$ cat src/hdl/tdp_pkg.sv
// Package for the trial division prime test.
// Holds the default value width, the sequencer state type and the wheel constants.
// Depends on nothing.
`default_nettype none

package tdp_pkg;

  localparam int unsigned VALUE_WIDTH_DEFAULT = 32;

  localparam int unsigned DIVISOR_THREE = 3;
  localparam int unsigned DIVISOR_FIRST = 5;
  localparam int unsigned PAIR_OFFSET   = 2;
  localparam int unsigned WHEEL_STEP    = 6;

  typedef enum logic [1:0] {
    ST_IDLE,
    ST_MOD3,
    ST_DIV_LO,
    ST_DIV_HI
  } tdp_state_e;

endpackage

`default_nettype wire

$ cat src/hdl/tdp_divider.sv
// Shared restoring divider for the trial division prime test.
// One quotient bit per cycle; depends on tdp_pkg for the default width.
`default_nettype none

module tdp_divider #(
  parameter int unsigned VALUE_WIDTH = tdp_pkg::VALUE_WIDTH_DEFAULT
) (
  input  wire logic                   clk_i,
  input  wire logic                   rst_ni,
  input  wire logic                   start_i,
  input  wire logic [VALUE_WIDTH-1:0] dividend_i,
  input  wire logic [VALUE_WIDTH-1:0] divisor_i,
  output logic                        busy_o,
  output logic                        done_o,
  output logic [VALUE_WIDTH-1:0]      quotient_o,
  output logic [VALUE_WIDTH-1:0]      remainder_o
);

  localparam int unsigned CntWidth = $clog2(VALUE_WIDTH + 1);

  logic                   busy_q, busy_d;
  logic                   done_q, done_d;
  logic [CntWidth-1:0]    cnt_q, cnt_d;
  logic [VALUE_WIDTH-1:0] rem_q, rem_d;
  logic [VALUE_WIDTH-1:0] quo_q, quo_d;
  logic [VALUE_WIDTH-1:0] div_q, div_d;
  logic [VALUE_WIDTH:0]   shifted;
  logic [VALUE_WIDTH+1:0] diff;

  assign shifted = {rem_q, quo_q[VALUE_WIDTH-1]};
  assign diff    = {1'b0, shifted} - {2'b00, div_q};

  always_comb begin
    busy_d = busy_q;
    done_d = 1'b0;
    cnt_d  = cnt_q;
    rem_d  = rem_q;
    quo_d  = quo_q;
    div_d  = div_q;
    if (start_i) begin
      busy_d = 1'b1;
      cnt_d  = CntWidth'(VALUE_WIDTH);
      rem_d  = '0;
      quo_d  = dividend_i;
      div_d  = divisor_i;
    end else if (busy_q) begin
      if (!diff[VALUE_WIDTH+1]) begin
        rem_d = diff[VALUE_WIDTH-1:0];
        quo_d = {quo_q[VALUE_WIDTH-2:0], 1'b1};
      end else begin
        rem_d = shifted[VALUE_WIDTH-1:0];
        quo_d = {quo_q[VALUE_WIDTH-2:0], 1'b0};
      end
      cnt_d = cnt_q - CntWidth'(1);
      if (cnt_q == CntWidth'(1)) begin
        busy_d = 1'b0;
        done_d = 1'b1;
      end
    end
  end

  always_ff @(posedge clk_i or negedge rst_ni) begin
    if (!rst_ni) begin
      busy_q <= 1'b0;
      done_q <= 1'b0;
      cnt_q  <= '0;
    end else begin
      busy_q <= busy_d;
      done_q <= done_d;
      cnt_q  <= cnt_d;
    end
  end

  always_ff @(posedge clk_i) begin
    rem_q <= rem_d;
    quo_q <= quo_d;
    div_q <= div_d;
  end

  assign busy_o      = busy_q;
  assign done_o      = done_q;
  assign quotient_o  = quo_q;
  assign remainder_o = rem_q;

  a_count_range : assert property (@(posedge clk_i) disable iff (!rst_ni)
    busy_q |-> (cnt_q != '0) && (cnt_q <= CntWidth'(VALUE_WIDTH)))
    else $error("divider count out of range while busy");

  a_done_ends_busy : assert property (@(posedge clk_i) disable iff (!rst_ni)
    done_q |-> $past(busy_q) && !busy_q)
    else $error("divider done without a finished run");

  a_done_divisor : assert property (@(posedge clk_i) disable iff (!rst_ni)
    done_q |-> (rem_q < div_q))
    else $error("divider remainder not below divisor");

endmodule

`default_nettype wire
$ cat config.mk
export PLATFORM = sky130hd
export DESIGN_NAME = tdp_divider
export DESIGN_NICKNAME = d
export VERILOG_FILES = /design/src/hdl/tdp_pkg.sv /design/src/hdl/tdp_divider.sv
export SDC_FILE = /design/constraint.sdc
export NUM_CORES = 1
export LEC_CHECK = 0
export BUFFER_PORTS_ARGS = -buffer_cell sky130_fd_sc_hd__buf_2
export CORE_MARGIN = 2
export CORE_UTILIZATION = 39
export DETAILED_ROUTE_END_ITERATION = 16
export GPL_TIMING_DRIVEN = 0
export PLACE_DENSITY = 0.61
export SKIP_CTS_REPAIR_TIMING = 1
export SYNTH_ARGS = -nofsm -noshare
export SYNTH_HDL_FRONTEND = slang
export SYNTH_SLANG_ARGS = --single-unit
$ cat constraint.sdc
create_clock -name clk_i -period 3.51 [get_ports clk_i]
set_input_delay 0.351 -clock clk_i [delete_from_list [all_inputs] [get_ports clk_i]]
set_output_delay 0.351 -clock clk_i [all_outputs]
set_load 0.03 [all_outputs]
==> flow_metrics.env <==
export IMPL_antenna_cells=0
export IMPL_via_per_inst=5.308
export IMPL_drv_slew=0
export IMPL_yosys_area_top_type="edfxtp_1"
export IMPL_reg2regPathDepth=13
export IMPL_grt_pass1_wl_um=23800
export IMPL_place_gp_congestion=0.8960
export IMPL_synth_flop_cell="edfxtp_1"
export IMPL_synth_top_area_share=0.3230
export IMPL_antenna_left=0
export IMPL_path_class="register to register"
export IMPL_die_y_um=127.5
export IMPL_track_usage=0.1858
export IMPL_fin_ws_ps=403.2
export IMPL_antenna_found_initial=0
export IMPL_grt_max_degree=35
export IMPL_critical_path_required_ps=3780
export IMPL_setup_violations=0
export IMPL_grtUsageMet2=0.3152
export IMPL_path_cells="inv_1, ha_1, inv_1, fa_1, a211oi_2, o21ai_1, nand3_1, a31oi_2, a31oi_1, o211ai_2, xor2_1, mux2i_1, a211oi_1"
export IMPL_skew_ps=10.12
export IMPL_critPathMaxStageDelay_ps=430
export IMPL_synth_edf_count=64
export IMPL_wl_um=15070
export IMPL_layout_cells_non_filler=918
export IMPL_netlist_top_cells_area="edfxtp_1 (32%), dfxtp_1 (11%), ha_1 (7.2%)"
export IMPL_min_delay_path_class="input port to register"
export IMPL_port_buffers=132
export IMPL_ys_async_sr_fraction=0.07692
export IMPL_fmax_ghz=0.3219
export IMPL_worstMarginPinSlew_ps=781.4
export IMPL_min_to="div_q[19]"
export IMPL_max_slew_margin=0.4791
export IMPL_row_count=45
export IMPL_drtIter0Drc=240
export IMPL_outcome="complete, no violations"
export IMPL_root_buffer="clkbuf_16"
export IMPL_clock_latency_ps=360
export IMPL_area_growth_pct=20.08
export IMPL_synth_seq_area_share=0.4644
export IMPL_layout_min_cycle_time_ps=3107
export IMPL_arrival_ps=3380
export IMPL_synth_area_um2=5949
export IMPL_path_clk_slew_ps=80
export IMPL_wire_per_inst_um=16.42
export IMPL_period_share=0.8851
export IMPL_path_common_cell="inv_1"
export IMPL_start_util=0.3958
export IMPL_cts_tree="built"
export IMPL_vias=4873
export IMPL_rr_startpoint="quotient_o[31]"
export IMPL_worstPathMaxFanout=4
export IMPL_max_vdd_ir_drop_uv=245.9
export IMPL_critPathLaunch="quotient_o[31]"
export IMPL_p_sw_uw=1226
export IMPL_dp_slack_ps=445.0
export IMPL_sw_frac_of_total=0.3445
export IMPL_grt_setup_unrepaired="false"
export IMPL_grt_overflow=0
export IMPL_firstDrtPassIters=4
export IMPL_startpoint_type="register"
export IMPL_r2r_end="remainder_o[30]"
export IMPL_power_density_nw_per_um2=498.0
export IMPL_cp_end_kind="register"
export IMPL_placed_cells=901
export IMPL_numCtsBuffers=9
export IMPL_crit_path_top_delay_cell="fa_1"
export IMPL_pwr_share_comb=0.280
export IMPL_die_x_um=127.5
export IMPL_ys_ff_latch=104
export IMPL_dpl_hpwl_um=11250
export IMPL_pwr_share_clk=0.282
export IMPL_synth_net_count=683
export IMPL_max_clock_path_buffers=2
export IMPL_max_cap_violations=0
export IMPL_synth_distinct_cells=63
export IMPL_grt_busiest_layer="met2"
export IMPL_layout_drive_gt1_share=0.2795
export IMPL_p_leak_uw=0.003116
export IMPL_min_from="divisor_i[19]"
export IMPL_nets=827
export IMPL_htreeDepth=3
export IMPL_hold_ws_ps=156.3
export IMPL_met3_usage=0.03685
export IMPL_p_seq_frac=0.438
export IMPL_ios=133
export IMPL_synth_avg_cell_area_um2=10.24
export IMPL_die_area_um2=16260
export IMPL_min_path_cells=1
export IMPL_tns_ps=0
export IMPL_grt_pass1_vias=4777
export IMPL_hold_viol_final=0
export IMPL_core_area_um2=15030
export IMPL_synth_common_cells="edfxtp_1 (64), nand2_1 (64), nor2_1 (50), inv_1 (43), ha_1 (34)"
export IMPL_grt_use_met1=0.2393
export IMPL_cts_sinks=104
export IMPL_p_int_uw=2332
export IMPL_syn_inst=581
export IMPL_yosys_warnings=0
export IMPL_drc=0
export IMPL_rrSetupSlack_ps=400
flip-flops by register name, indices dropped and copies added (netlist names):
signal       flops
div_q           32
busy_o           1
remainder_o     32
quotient_o      32
cnt_q            6
done_o           1
worst max-delay path: cells and delay by family (launching register included):
| kind | cells | cell delay, ps |
|---|---|---|
| AO/OA/AOI/OAI | 6 | 1430 |
| AND/OR/NAND/NOR | 1 | 170 |
| adder cells (fa/ha/maj) | 2 | 600 |
| flip-flops | 1 | 410 |
| buffers and inverters | 2 | 170 |
| XOR/XNOR | 1 | 160 |
| multiplexers | 1 | 100 |
final cells by class:
class                      count  area (µm²)
timing repair buffer         133       670.6
buffer                        27       133.9
fill                        1422        7889
multi-input combinational    406        2890
inverter                      44       165.2
clock inverter                 7       61.31
sequential                   104        2763
clock buffer                   9       225.2
tap                          188       235.2
metrics by stage:
| step | power (µW) | util | instance area [µm²] |
|---|---|---|---|
| after floorplan | 2295 | - | 5949 |
| after global placement | 2557 | 0.4553 | 6845 |
| after detailed placement | 2578 | 0.4553 | 6845 |
| after CTS | 3604 | 0.4744 | 7132 |
| after global routing | 3757 | 0.4752 | 7144 |
| final | 3558 | 0.4752 | 7144 |
routing by layer:
metal | routed length, µm | vias to the layer above
li1 | - | 2401
met1 | 6650 | 2292
met2 | 7139 | 162
met3 | 1014 | 18
met4 | 267 | 0
met5 | 0 | -
power groups by stage:
stage	Combinational, µW	Clock (µW)	Sequential, µW
2_1_floorplan	548	0	1750
5_1_grt	1090	1080	1580
3_5_place_dp	988	0	1590
4_1_cts	998	1040	1560
6_report	998	1000	1560
3_3_place_gp	976	0	1580
cells by family (layout without fill, tap and decap cells):
group | count (synthesis) | after routing | synth area share
buffers and inverters | 71 | 220 | 0.05026
flip-flops | 104 | 104 | 0.4644
AND/OR/NAND/NOR | 152 | 152 | 0.1108
AO/OA/AOI/OAI | 142 | 142 | 0.1697
adder cells (fa/ha/maj) | 35 | 35 | 0.07487
multiplexers | 44 | 44 | 0.08139
XOR/XNOR | 33 | 33 | 0.04858
placed cells by master (no fill, tap or decap), drive strengths merged, types with 3 or more instances in the layout:
cell / synthesis / final
o21bai: 3 / 3
nor2: 50 / 50
ha: 34 / 34
a31oi: 9 / 9
clkinv: 1 / 3
mux2i: 12 / 12
nand2: 64 / 64
a21boi: 3 / 3
inv: 43 / 48
nor2b: 5 / 5
nand4: 4 / 4
a21oi: 32 / 32
and2: 3 / 3
clkbuf: 13 / 22
and4: 3 / 3
a21o: 9 / 9
o41ai: 3 / 3
xor2: 10 / 10
nand3: 8 / 8
dfxtp: 32 / 32
a211oi: 17 / 17
o21ai: 27 / 27
o21a: 4 / 4
o211ai: 9 / 9
dfrtp: 8 / 8
buf: 14 / 146
mux2: 32 / 32
edfxtp: 64 / 64
nor3: 8 / 8
a311oi: 14 / 14
xnor2: 23 / 23
worst max path at each step:
stage,endpoint,slack (ps),cells after the start
3_3_place_gp,remainder_o[30],440,13
6_report,remainder_o[30],400,13
2_1_floorplan,remainder_o[30],710,13
5_1_grt,remainder_o[30],100,13
4_1_cts,remainder_o[30],420,13
3_5_place_dp,remainder_o[30],440,13
Note: power is estimated with default switching activity, not from simulation.
